===== src/hw/rtl/jdc_pkg.sv =====
// ----------------------------------------------------------------------------
// jdc_pkg: shared types and constants
// Field widths, register indexes, reset values and the structs passed
// between the joystick dead band, button and gesture modules.
// ----------------------------------------------------------------------------
package jdc_pkg;

  localparam int SAMPLE_W   = 12;
  localparam int DEFL_W     = 13;
  localparam int TIME_W     = 32;
  localparam int MS_W       = 16;
  localparam int CFG_IDX_W  = 3;
  localparam int CFG_DATA_W = 16;

  // Configuration register indexes
  typedef enum logic [CFG_IDX_W-1:0] {
    CFG_CENTER_LOW         = 3'd0,
    CFG_CENTER_HIGH        = 3'd1,
    CFG_HOLD_TIME_MS       = 3'd2,
    CFG_GESTURE_TIMEOUT_MS = 3'd3,
    CFG_FAR_THRESHOLD      = 3'd4,
    CFG_NEAR_THRESHOLD     = 3'd5
  } cfg_idx_t;

  localparam logic [SAMPLE_W-1:0] RST_CENTER_LOW         = 12'd1900;
  localparam logic [SAMPLE_W-1:0] RST_CENTER_HIGH        = 12'd2200;
  localparam logic [MS_W-1:0]     RST_HOLD_TIME_MS       = 16'd800;
  localparam logic [MS_W-1:0]     RST_GESTURE_TIMEOUT_MS = 16'd2500;
  localparam logic [SAMPLE_W-1:0] RST_FAR_THRESHOLD      = 12'd1200;
  localparam logic [SAMPLE_W-1:0] RST_NEAR_THRESHOLD     = 12'd400;

  typedef struct packed {
    logic [SAMPLE_W-1:0] center_low;
    logic [SAMPLE_W-1:0] center_high;
    logic [MS_W-1:0]     hold_time_ms;
    logic [MS_W-1:0]     gesture_timeout_ms;
    logic [SAMPLE_W-1:0] far_threshold;
    logic [SAMPLE_W-1:0] near_threshold;
  } cfg_t;

  // Button events for the poll in flight
  typedef struct packed {
    logic pressed;
    logic press_edge;
    logic click;
    logic hold;
  } btn_evt_t;

  // Gesture progress, one-hot
  typedef enum logic [6:0] {
    GST_S0 = 7'b0000001,
    GST_S1 = 7'b0000010,
    GST_S2 = 7'b0000100,
    GST_S3 = 7'b0001000,
    GST_S4 = 7'b0010000,
    GST_S5 = 7'b0100000,
    GST_S6 = 7'b1000000
  } gst_state_t;

endpackage


===== src/hw/rtl/jdc_in_if.sv =====
// ----------------------------------------------------------------------------
// jdc_in_if: poll channel
// Valid/ready channel carrying one joystick poll per transfer.
// ----------------------------------------------------------------------------
interface jdc_in_if;
  import jdc_pkg::*;

  logic                valid;
  logic                ready;
  logic [SAMPLE_W-1:0] x_sample;
  logic [SAMPLE_W-1:0] y_sample;
  logic                button_level;
  logic [TIME_W-1:0]   now_ms;

  modport source (output valid, output x_sample, output y_sample,
                  output button_level, output now_ms, input ready);
  modport sink   (input valid, input x_sample, input y_sample,
                  input button_level, input now_ms, output ready);
endinterface


===== src/hw/rtl/jdc_out_if.sv =====
// ----------------------------------------------------------------------------
// jdc_out_if: result channel
// Valid/ready channel carrying deflections and button/gesture events.
// ----------------------------------------------------------------------------
interface jdc_out_if;
  import jdc_pkg::*;

  logic                     valid;
  logic                     ready;
  logic signed [DEFL_W-1:0] x_deflection;
  logic signed [DEFL_W-1:0] y_deflection;
  logic                     pressed;
  logic                     press_edge;
  logic                     click_event;
  logic                     hold_event;
  logic                     unlock;

  modport source (output valid, output x_deflection, output y_deflection,
                  output pressed, output press_edge, output click_event,
                  output hold_event, output unlock, input ready);
  modport sink   (input valid, input x_deflection, input y_deflection,
                  input pressed, input press_edge, input click_event,
                  input hold_event, input unlock, output ready);
endinterface


===== src/hw/rtl/jdc_deadband.sv =====
// ----------------------------------------------------------------------------
// jdc_deadband: axis dead band
// Maps a raw sample to a signed deflection, zero inside the centre window.
// ----------------------------------------------------------------------------
module jdc_deadband (
  input  logic [jdc_pkg::SAMPLE_W-1:0]      sample,
  input  logic [jdc_pkg::SAMPLE_W-1:0]      center_low,
  input  logic [jdc_pkg::SAMPLE_W-1:0]      center_high,
  output logic signed [jdc_pkg::DEFL_W-1:0] deflection
);
  import jdc_pkg::*;

  logic [DEFL_W-1:0] s_ext;
  logic [DEFL_W-1:0] lo_ext;
  logic [DEFL_W-1:0] hi_ext;

  assign s_ext  = {1'b0, sample};
  assign lo_ext = {1'b0, center_low};
  assign hi_ext = {1'b0, center_high};

  // Above-window test wins when the window is inverted
  always_comb begin
    if (sample > center_high) begin
      deflection = signed'(s_ext - hi_ext);
    end else if (sample < center_low) begin
      deflection = signed'(s_ext - lo_ext);
    end else begin
      deflection = '0;
    end
  end
endmodule


===== src/hw/rtl/jdc_button.sv =====
// ----------------------------------------------------------------------------
// jdc_button: press, hold and click tracking
// Derives press edge, one hold per press and a click on a release with no hold.
// ----------------------------------------------------------------------------
module jdc_button (
  input  logic                          clk,
  input  logic                          rst_n,
  input  logic                          step,
  input  logic                          button_level,
  input  logic [jdc_pkg::TIME_W-1:0]    now_ms,
  input  logic [jdc_pkg::MS_W-1:0]      hold_time_ms,
  output jdc_pkg::btn_evt_t             evt
);
  import jdc_pkg::*;

  logic              was_pressed_r;
  logic              hold_reported_r;
  logic [TIME_W-1:0] press_start_r;
  logic [TIME_W-1:0] elapsed;
  logic              pressed;

  assign pressed = ~button_level;
  // Wraps modulo 2^32
  assign elapsed = now_ms - press_start_r;

  always_comb begin
    evt.pressed    = pressed;
    evt.press_edge = pressed & ~was_pressed_r;
    evt.hold       = pressed & was_pressed_r & ~hold_reported_r &
                     (elapsed >= {{(TIME_W-MS_W){1'b0}}, hold_time_ms});
    evt.click      = ~pressed & was_pressed_r & ~hold_reported_r;
  end

  always_ff @(posedge clk) begin
    if (!rst_n) begin
      was_pressed_r   <= 1'b0;
      hold_reported_r <= 1'b0;
      press_start_r   <= '0;
    end else if (step) begin
      was_pressed_r <= pressed;
      if (evt.press_edge) begin
        press_start_r   <= now_ms;
        hold_reported_r <= 1'b0;
      end else if (evt.hold) begin
        hold_reported_r <= 1'b1;
      end
    end
  end
endmodule


===== src/hw/rtl/jdc_gesture.sv =====
// ----------------------------------------------------------------------------
// jdc_gesture: unlock gesture recognizer
// Tracks left, centre, right, centre, left, centre, click on X deflection.
// ----------------------------------------------------------------------------
module jdc_gesture (
  input  logic                              clk,
  input  logic                              rst_n,
  input  logic                              step,
  input  logic signed [jdc_pkg::DEFL_W-1:0] x_deflection,
  input  logic [jdc_pkg::TIME_W-1:0]        now_ms,
  input  logic                              click,
  input  jdc_pkg::cfg_t                     cfg,
  output logic                              unlock
);
  import jdc_pkg::*;

  localparam int CMP_W = DEFL_W + 1;

  gst_state_t               state_r;
  gst_state_t               state_cur;
  gst_state_t               state_nxt;
  logic [TIME_W-1:0]        last_r;
  logic [TIME_W-1:0]        idle_time;
  logic                     timed_out;
  logic                     advance;
  logic signed [CMP_W-1:0]  dx;
  logic signed [CMP_W-1:0]  far_v;
  logic signed [CMP_W-1:0]  near_v;
  logic                     far_left;
  logic                     far_right;
  logic                     centred;

  assign dx     = CMP_W'(x_deflection);
  assign far_v  = signed'({2'b00, cfg.far_threshold});
  assign near_v = signed'({2'b00, cfg.near_threshold});

  assign far_left  = dx < -far_v;
  assign far_right = dx > far_v;
  assign centred   = (dx > -near_v) && (dx < near_v);

  // Drop to the first stage on inactivity before testing this poll
  assign idle_time = now_ms - last_r;
  assign timed_out = (state_r != GST_S0) &&
                     (idle_time > {{(TIME_W-MS_W){1'b0}}, cfg.gesture_timeout_ms});
  assign state_cur = timed_out ? GST_S0 : state_r;

  always_comb begin
    state_nxt = state_cur;
    advance   = 1'b0;
    unlock    = 1'b0;
    unique case (state_cur)
      GST_S0: if (far_left)  begin state_nxt = GST_S1; advance = 1'b1; end
      GST_S1: if (centred)   begin state_nxt = GST_S2; advance = 1'b1; end
      GST_S2: if (far_right) begin state_nxt = GST_S3; advance = 1'b1; end
      GST_S3: if (centred)   begin state_nxt = GST_S4; advance = 1'b1; end
      GST_S4: if (far_left)  begin state_nxt = GST_S5; advance = 1'b1; end
      GST_S5: if (centred)   begin state_nxt = GST_S6; advance = 1'b1; end
      GST_S6: if (click)     begin state_nxt = GST_S0; unlock  = 1'b1; end
      default: state_nxt = GST_S0;
    endcase
  end

  always_ff @(posedge clk) begin
    if (!rst_n) begin
      state_r <= GST_S0;
      last_r  <= '0;
    end else if (step) begin
      state_r <= state_nxt;
      if (advance) begin
        last_r <= now_ms;
      end
    end
  end
endmodule


===== src/hw/rtl/joystick_deadband_click_hold_gesture.sv =====
// ----------------------------------------------------------------------------
// joystick_deadband_click_hold_gesture: joystick poll processor
// Dead band, click/hold button events and an unlock gesture per poll.
// ----------------------------------------------------------------------------
// One poll per clock while out_if takes every result: a transfer on in_if
// can then happen every cycle, and each poll yields exactly one result on
// out_if through the input register, then the result register. The button
// and gesture state update in the cycle a poll moves from the input register
// to the result register, so consecutive polls chain with no bubble. The result
// register frees up in the cycle its result is taken, so in_if stays ready
// while a result waits, until both registers hold data. Write configuration
// through cfg_we/cfg_index/cfg_wdata only while no poll is in flight; indexes
// beyond the register list are ignored and wide values are truncated to the
// register width. Timestamps wrap modulo 2^32.
// ----------------------------------------------------------------------------
module joystick_deadband_click_hold_gesture (
  input  logic                            clk,
  input  logic                            rst_n,
  input  logic                            cfg_we,
  input  logic [jdc_pkg::CFG_IDX_W-1:0]   cfg_index,
  input  logic [jdc_pkg::CFG_DATA_W-1:0]  cfg_wdata,
  jdc_in_if.sink                          in_if,
  jdc_out_if.source                       out_if
);
  import jdc_pkg::*;

  // Configuration registers
  cfg_t cfg_r;

  // Input register
  logic                in_valid_r;
  logic [SAMPLE_W-1:0] x_r;
  logic [SAMPLE_W-1:0] y_r;
  logic                btn_r;
  logic [TIME_W-1:0]   now_r;

  // Result register
  logic                     out_valid_r;
  logic signed [DEFL_W-1:0] xd_r;
  logic signed [DEFL_W-1:0] yd_r;
  btn_evt_t                 evt_r;
  logic                     unlock_r;

  logic                     step;
  logic                     in_xfer;
  logic signed [DEFL_W-1:0] xd;
  logic signed [DEFL_W-1:0] yd;
  btn_evt_t                 evt;
  logic                     unlock;

  // Advance the input register into the result register when it is free
  assign step         = in_valid_r && (!out_valid_r || out_if.ready);
  assign in_if.ready  = !in_valid_r || step;
  assign in_xfer      = in_if.valid && in_if.ready;

  always_ff @(posedge clk) begin
    if (!rst_n) begin
      cfg_r.center_low         <= RST_CENTER_LOW;
      cfg_r.center_high        <= RST_CENTER_HIGH;
      cfg_r.hold_time_ms       <= RST_HOLD_TIME_MS;
      cfg_r.gesture_timeout_ms <= RST_GESTURE_TIMEOUT_MS;
      cfg_r.far_threshold      <= RST_FAR_THRESHOLD;
      cfg_r.near_threshold     <= RST_NEAR_THRESHOLD;
    end else if (cfg_we) begin
      unique case (cfg_idx_t'(cfg_index))
        CFG_CENTER_LOW:         cfg_r.center_low         <= cfg_wdata[SAMPLE_W-1:0];
        CFG_CENTER_HIGH:        cfg_r.center_high        <= cfg_wdata[SAMPLE_W-1:0];
        CFG_HOLD_TIME_MS:       cfg_r.hold_time_ms       <= cfg_wdata[MS_W-1:0];
        CFG_GESTURE_TIMEOUT_MS: cfg_r.gesture_timeout_ms <= cfg_wdata[MS_W-1:0];
        CFG_FAR_THRESHOLD:      cfg_r.far_threshold      <= cfg_wdata[SAMPLE_W-1:0];
        CFG_NEAR_THRESHOLD:     cfg_r.near_threshold     <= cfg_wdata[SAMPLE_W-1:0];
        default: ;  // drop writes to unused indexes
      endcase
    end
  end

  // Input register: hold until the poll moves on
  always_ff @(posedge clk) begin
    if (!rst_n) begin
      in_valid_r <= 1'b0;
    end else if (in_if.ready) begin
      in_valid_r <= in_if.valid;
    end
  end

  always_ff @(posedge clk) begin
    if (in_xfer) begin
      x_r   <= in_if.x_sample;
      y_r   <= in_if.y_sample;
      btn_r <= in_if.button_level;
      now_r <= in_if.now_ms;
    end
  end

  jdc_deadband u_db_x (
    .sample      (x_r),
    .center_low  (cfg_r.center_low),
    .center_high (cfg_r.center_high),
    .deflection  (xd)
  );

  jdc_deadband u_db_y (
    .sample      (y_r),
    .center_low  (cfg_r.center_low),
    .center_high (cfg_r.center_high),
    .deflection  (yd)
  );

  jdc_button u_button (
    .clk          (clk),
    .rst_n        (rst_n),
    .step         (step),
    .button_level (btn_r),
    .now_ms       (now_r),
    .hold_time_ms (cfg_r.hold_time_ms),
    .evt          (evt)
  );

  // The gesture sees only the click of the same poll
  jdc_gesture u_gesture (
    .clk          (clk),
    .rst_n        (rst_n),
    .step         (step),
    .x_deflection (xd),
    .now_ms       (now_r),
    .click        (evt.click),
    .cfg          (cfg_r),
    .unlock       (unlock)
  );

  // Result register: load on step, clear once taken
  always_ff @(posedge clk) begin
    if (!rst_n) begin
      out_valid_r <= 1'b0;
    end else if (step) begin
      out_valid_r <= 1'b1;
    end else if (out_if.ready) begin
      out_valid_r <= 1'b0;
    end
  end

  always_ff @(posedge clk) begin
    if (step) begin
      xd_r     <= xd;
      yd_r     <= yd;
      evt_r    <= evt;
      unlock_r <= unlock;
    end
  end

  assign out_if.valid        = out_valid_r;
  assign out_if.x_deflection = xd_r;
  assign out_if.y_deflection = yd_r;
  assign out_if.pressed      = evt_r.pressed;
  assign out_if.press_edge   = evt_r.press_edge;
  assign out_if.click_event  = evt_r.click;
  assign out_if.hold_event   = evt_r.hold;
  assign out_if.unlock       = unlock_r;

`ifndef SYNTHESIS
  // A poll leaving the input register always lands in the result register
  a_step_loads: assert property (@(posedge clk) disable iff (!rst_n)
    step |=> out_valid_r)
    else $error("result register not loaded after step");

  // An accepted poll is held in the input register next cycle
  a_xfer_holds: assert property (@(posedge clk) disable iff (!rst_n)
    in_xfer |=> in_valid_r)
    else $error("accepted poll lost");

  // Unlock only comes with the click of the same poll
  a_unlock_click: assert property (@(posedge clk) disable iff (!rst_n)
    out_valid_r && unlock_r |-> evt_r.click)
    else $error("unlock without click");

  // Click and hold never share a poll
  a_click_hold: assert property (@(posedge clk) disable iff (!rst_n)
    out_valid_r |-> !(evt_r.click && evt_r.hold))
    else $error("click and hold together");

  // A press edge or hold implies the button is down
  a_edge_pressed: assert property (@(posedge clk) disable iff (!rst_n)
    out_valid_r && (evt_r.press_edge || evt_r.hold) |-> evt_r.pressed)
    else $error("press event while released");
`endif

endmodule


===== src/flat_wrapper.sv =====
// flat-port wrapper written by rule: the top's interface ports become plain ports
module joystick_deadband_click_hold_gesture_flat import jdc_pkg::*;
  (clk, rst_n, cfg_we, cfg_index, cfg_wdata, in_if_valid, in_if_x_sample, in_if_y_sample, in_if_button_level, in_if_now_ms, in_if_ready, out_if_valid, out_if_x_deflection, out_if_y_deflection, out_if_pressed, out_if_press_edge, out_if_click_event, out_if_hold_event, out_if_unlock, out_if_ready);
  jdc_in_if in_if_i ();
  jdc_out_if out_if_i ();
  input  logic clk;
  input  logic rst_n;
  input  logic cfg_we;
  input  logic [jdc_pkg::CFG_IDX_W-1:0] cfg_index;
  input  logic [jdc_pkg::CFG_DATA_W-1:0] cfg_wdata;
  input wire logic [$bits(in_if_i.valid)-1:0] in_if_valid;
  input wire logic [$bits(in_if_i.x_sample)-1:0] in_if_x_sample;
  input wire logic [$bits(in_if_i.y_sample)-1:0] in_if_y_sample;
  input wire logic [$bits(in_if_i.button_level)-1:0] in_if_button_level;
  input wire logic [$bits(in_if_i.now_ms)-1:0] in_if_now_ms;
  output wire logic [$bits(in_if_i.ready)-1:0] in_if_ready;
  output wire logic [$bits(out_if_i.valid)-1:0] out_if_valid;
  output wire logic [$bits(out_if_i.x_deflection)-1:0] out_if_x_deflection;
  output wire logic [$bits(out_if_i.y_deflection)-1:0] out_if_y_deflection;
  output wire logic [$bits(out_if_i.pressed)-1:0] out_if_pressed;
  output wire logic [$bits(out_if_i.press_edge)-1:0] out_if_press_edge;
  output wire logic [$bits(out_if_i.click_event)-1:0] out_if_click_event;
  output wire logic [$bits(out_if_i.hold_event)-1:0] out_if_hold_event;
  output wire logic [$bits(out_if_i.unlock)-1:0] out_if_unlock;
  input wire logic [$bits(out_if_i.ready)-1:0] out_if_ready;
  assign in_if_i.valid = in_if_valid;
  assign in_if_i.x_sample = in_if_x_sample;
  assign in_if_i.y_sample = in_if_y_sample;
  assign in_if_i.button_level = in_if_button_level;
  assign in_if_i.now_ms = in_if_now_ms;
  assign in_if_ready = in_if_i.ready;
  assign out_if_valid = out_if_i.valid;
  assign out_if_x_deflection = out_if_i.x_deflection;
  assign out_if_y_deflection = out_if_i.y_deflection;
  assign out_if_pressed = out_if_i.pressed;
  assign out_if_press_edge = out_if_i.press_edge;
  assign out_if_click_event = out_if_i.click_event;
  assign out_if_hold_event = out_if_i.hold_event;
  assign out_if_unlock = out_if_i.unlock;
  assign out_if_i.ready = out_if_ready;
  joystick_deadband_click_hold_gesture u_core (.clk(clk), .rst_n(rst_n), .cfg_we(cfg_we), .cfg_index(cfg_index), .cfg_wdata(cfg_wdata), .in_if(in_if_i), .out_if(out_if_i));
endmodule

===== config.mk =====
export PLATFORM = sky130hd
export DESIGN_NAME = joystick_deadband_click_hold_gesture_flat
export DESIGN_NICKNAME = d
export VERILOG_FILES = /design/src/hw/rtl/jdc_pkg.sv /design/src/hw/rtl/jdc_in_if.sv /design/src/hw/rtl/jdc_out_if.sv /design/src/hw/rtl/jdc_deadband.sv /design/src/hw/rtl/jdc_button.sv /design/src/hw/rtl/jdc_gesture.sv /design/src/hw/rtl/joystick_deadband_click_hold_gesture.sv /design/src/flat_wrapper.sv
export SDC_FILE = /design/constraint.sdc
export NUM_CORES = 1
export LEC_CHECK = 0
export ABC_AREA = 1
export BUFFER_PORTS_ARGS = -buffer_cell sky130_fd_sc_hd__buf_2
export CORE_MARGIN = 3
export CORE_UTILIZATION = 30
export CTS_CLUSTER_SIZE = 14
export DETAILED_ROUTE_END_ITERATION = 10
export GPL_TIMING_DRIVEN = 0
export HOLD_SLACK_MARGIN = 0.15
export PLACE_DENSITY_LB_ADDON = 0.05
export REMOVE_ABC_BUFFERS = 1
export SYNTH_ARGS = -nofsm -noshare
export SYNTH_HDL_FRONTEND = slang
export SYNTH_SLANG_ARGS = --single-unit

===== constraint.sdc =====
create_clock -name clk -period 9.1 [get_ports clk]
set_input_delay 0 -clock clk [delete_from_list [all_inputs] [get_ports clk]]
set_output_delay 0 -clock clk [all_outputs]
set_load 0.005 [all_outputs]

==> results_dict.tcl <==
set metrics [dict create \
    coreArea_um2 58400 \
    utilization_pct 37.3 \
    critPathTopFamily "compound AO/OA/AOI/OAI gates" \
    grt.overflow.total 0 \
    die_area_um2 62600 \
    synthXorXnorAreaFrac_pct 4.70 \
    worst_pin_slew_ns 1.22 \
    period_share_pct 71.2 \
    clk_pin_slew_ns 0.06 \
    final-hold-violation-count 0 \
    cts_buffer_depth 3 \
    nFillCells 6224 \
    yosysUniqueCellTypes 58 \
    grtUsageTotal_pct 17.9 \
    grt_pass1_vias 16227 \
    drive_gt1_share_pct 7.80 \
    synth_top_family_by_area "simple AND/OR/NAND/NOR gates" \
    finalWirelength_um 56700 \
    fin_nets 3024 \
    hp-class "in2reg" \
    synthAdderAreaFrac_pct 14.2 \
    start_kind "flop" \
    cp_slowest_cell "o21ai_0" \
    synth_edf_count 88 \
    vias 16514 \
    cts_root_buffer "clkbuf_16" \
    synthArstFlopShare_pct 0 \
    yosys_warnings 0 \
    yosysMostFrequentCell "nand2_1" \
    antennaDiodeCount 0 \
    p_leak_uw 0.0102 \
    cts_tree "yes" \
    htree_levels 2 \
    viasPerCell 4.67 \
    clkLatencyLatePin_ns 0.55 \
    worst-path-max-fanout 64 \
    avgSynthCellArea_um2 7.16 \
    gp_congestion 0.881 \
    drtIter0Drc 726 \
    peakVddDrop_v 0.000132 \
    yosysSeqAreaShare_pct 32.1 \
    ys.flop_type "dfxtp_1" \
    core.rowCount 88 \
    drtAntennaViolNets 0 \
    worstSetupEndpointType "flop" \
    drc 0 \
    wl_per_cell_um 16.0 \
    synth_compound_area_share_pct 15.2 \
    cts_sinks 243 \
    syn_inst 2500 \
    initial_core_util_pct 30.7 \
    synth-seq-cells 243 \
    yosysTopAreaCell "dfxtp_1" \
    io_buffers 113 \
    cap_violations 0 \
    grt_max_degree 108 \
    cts_hold_buf 141 \
    relSlewSlack_pct 18.1 \
    critPathKind "reg2reg" \
    die_x_um 250 \
    required_ns 9.54 \
    fmax_mhz 154 \
    ctsResizeCount 0 \
    setup_violations 0 \
    drt-pass1-iter-count 5 \
    pre_cts_ws_ns 2.69 \
    antenna_found_initial 0 \
    die_y_um 250 \
    finalMaxSlewViolations 0 \
    rsz0062_at_grt "false" \
    cts_setup_buffers 0 \
    ioPinCount 114 \
    timing.setup.tns_ns 0 \
    worst_slack_ns 2.62 \
    status "completed" \
    fin_crit_ns 6.48 \
    cp_slowest_stage_delay_ns 0.94 \
    synth_area_leaders "dfxtp_1 (17%), edfxtp_1 (15%), ha_1 (14%)" \
    worst_ep_arrival_time_ns 6.91 \
    p_per_area_nw_per_um2 170 \
    path_buf_inv 2 \
    synthDominantCellAreaShare_pct 17.3 \
    synth_mux_area_share_pct 0 \
    synthTopCellsByCount "nand2_1 (547), inv_1 (432), a21oi_1 (269)" \
    grt_pass1_wl_um 88800 \
    hpwl_um 43900 \
    timing.hold.ws_ns 0.174 \
    cts_buffers 34 \
    synth_simple_gate_area_share_pct 22.9 \
    synth_area_um2 17900 \
    fin_skew_ns 0.0189 \
    syn_to_final_growth_pct 21.6 \
]
## cells by family after synthesis
group / Yosys count
flops: 243
xor+xnor: 96
fa+ha+maj: 200
compound gates: 499
buf+inv: 489
simple gates: 973
## placed cells by master (no fill, tap or decap), types with 30 or more instances in the layout
cell / n
dlygate4sd3_1: 141
inv_1: 431
a21oi_1: 269
nand2_1: 546
ha_1: 194
buf_2: 112
dfxtp_1: 155
nand3_1: 137
o211ai_1: 30
xor2_1: 70
clkbuf_16: 35
nor2_1: 180
edfxtp_1: 88
o21ai_0: 134
## routing by layer
layer  up-vias  track usage, %  wire, um
met5         -               0         0
met4         0            6.16      1760
met3        76            2.43      2010
met2       245            32.3     27600
met1      7495            21.7     25400
li1       8698               -         -
## layout make-up
cell class              instances  area, um2  share of cell area [%]
multi-input cells            1768      10200                    46.9
clock buffers                  45        933                    4.29
repair buffers                258       2080                    9.55
well taps                     765        957                    4.40
inverters                     438       1650                    7.59
flip-flops and latches        243       5750                    26.4
clock inverters                17        184                   0.845
## worst register-to-register path, delay by kind of cell (launching register included)
kind            cells  cell delay [ns]
flops               1             0.47
simple gates       10             1.89
fa+ha+maj           2             0.81
compound gates     10             2.62
buf+inv             2             0.40
xor+xnor            1             0.17
## metrics by stage
step | instances | power, uW | area (um2)
finish | 3534 | 3710 | 21800
global route | 3534 | 3980 | 21800
CTS | 3534 | 3780 | 21800
detailed placement | 3331 | 2350 | 19200
global placement | 3327 | 2340 | 19100
floorplan | 2449 | 2010 | 17600
## power breakdown
part / internal [uW] / leakage [uW] / switching [uW]
sequential: 1200 / 0.00212 / 39.1
clock: 812 / 0.000542 / 538
combinational: 415 / 0.00752 / 706
total: 2430 / 0.0102 / 1280
## worst paths after layout
kind                                                  startpoint                                        endpoint  slack (ns)  cells past startpoint
hold reg to reg   u_core.u_button.press_start_r[27]$_SDFFE_PN0P_  u_core.u_button.press_start_r[27]$_SDFFE_PN0P_        0.46                      2
setup reg to reg                         u_core.x_r[2]$_DFFE_PP_        u_core.u_gesture.last_r[13]$_SDFFE_PN0P_        2.62                     25
setup / recovery                         u_core.x_r[2]$_DFFE_PP_        u_core.u_gesture.last_r[13]$_SDFFE_PN0P_        2.62                     25
hold / removal                                 in_if_y_sample[9]                         u_core.y_r[9]$_DFFE_PP_        0.17                      2
## sequential cells by signal (all words and copies together), names as in the netlist
signal	flops
u_core.btn_r	1
u_core.cfg_r	80
u_core.in_valid_r	1
u_core.now_r	32
u_core.out_if.click_event	1
u_core.out_if.hold_event	1
u_core.out_if.press_edge	1
u_core.out_if.pressed	1
u_core.out_if.unlock	1
u_core.out_if.valid	1
u_core.out_if.x_deflection	13
u_core.out_if.y_deflection	13
u_core.u_button.hold_reported_r	1
u_core.u_button.press_start_r	32
u_core.u_button.was_pressed_r	1
u_core.u_gesture.last_r	32
u_core.u_gesture.state_r	7
u_core.x_r	12
u_core.y_r	12
Power figures use the tool's default switching activity.
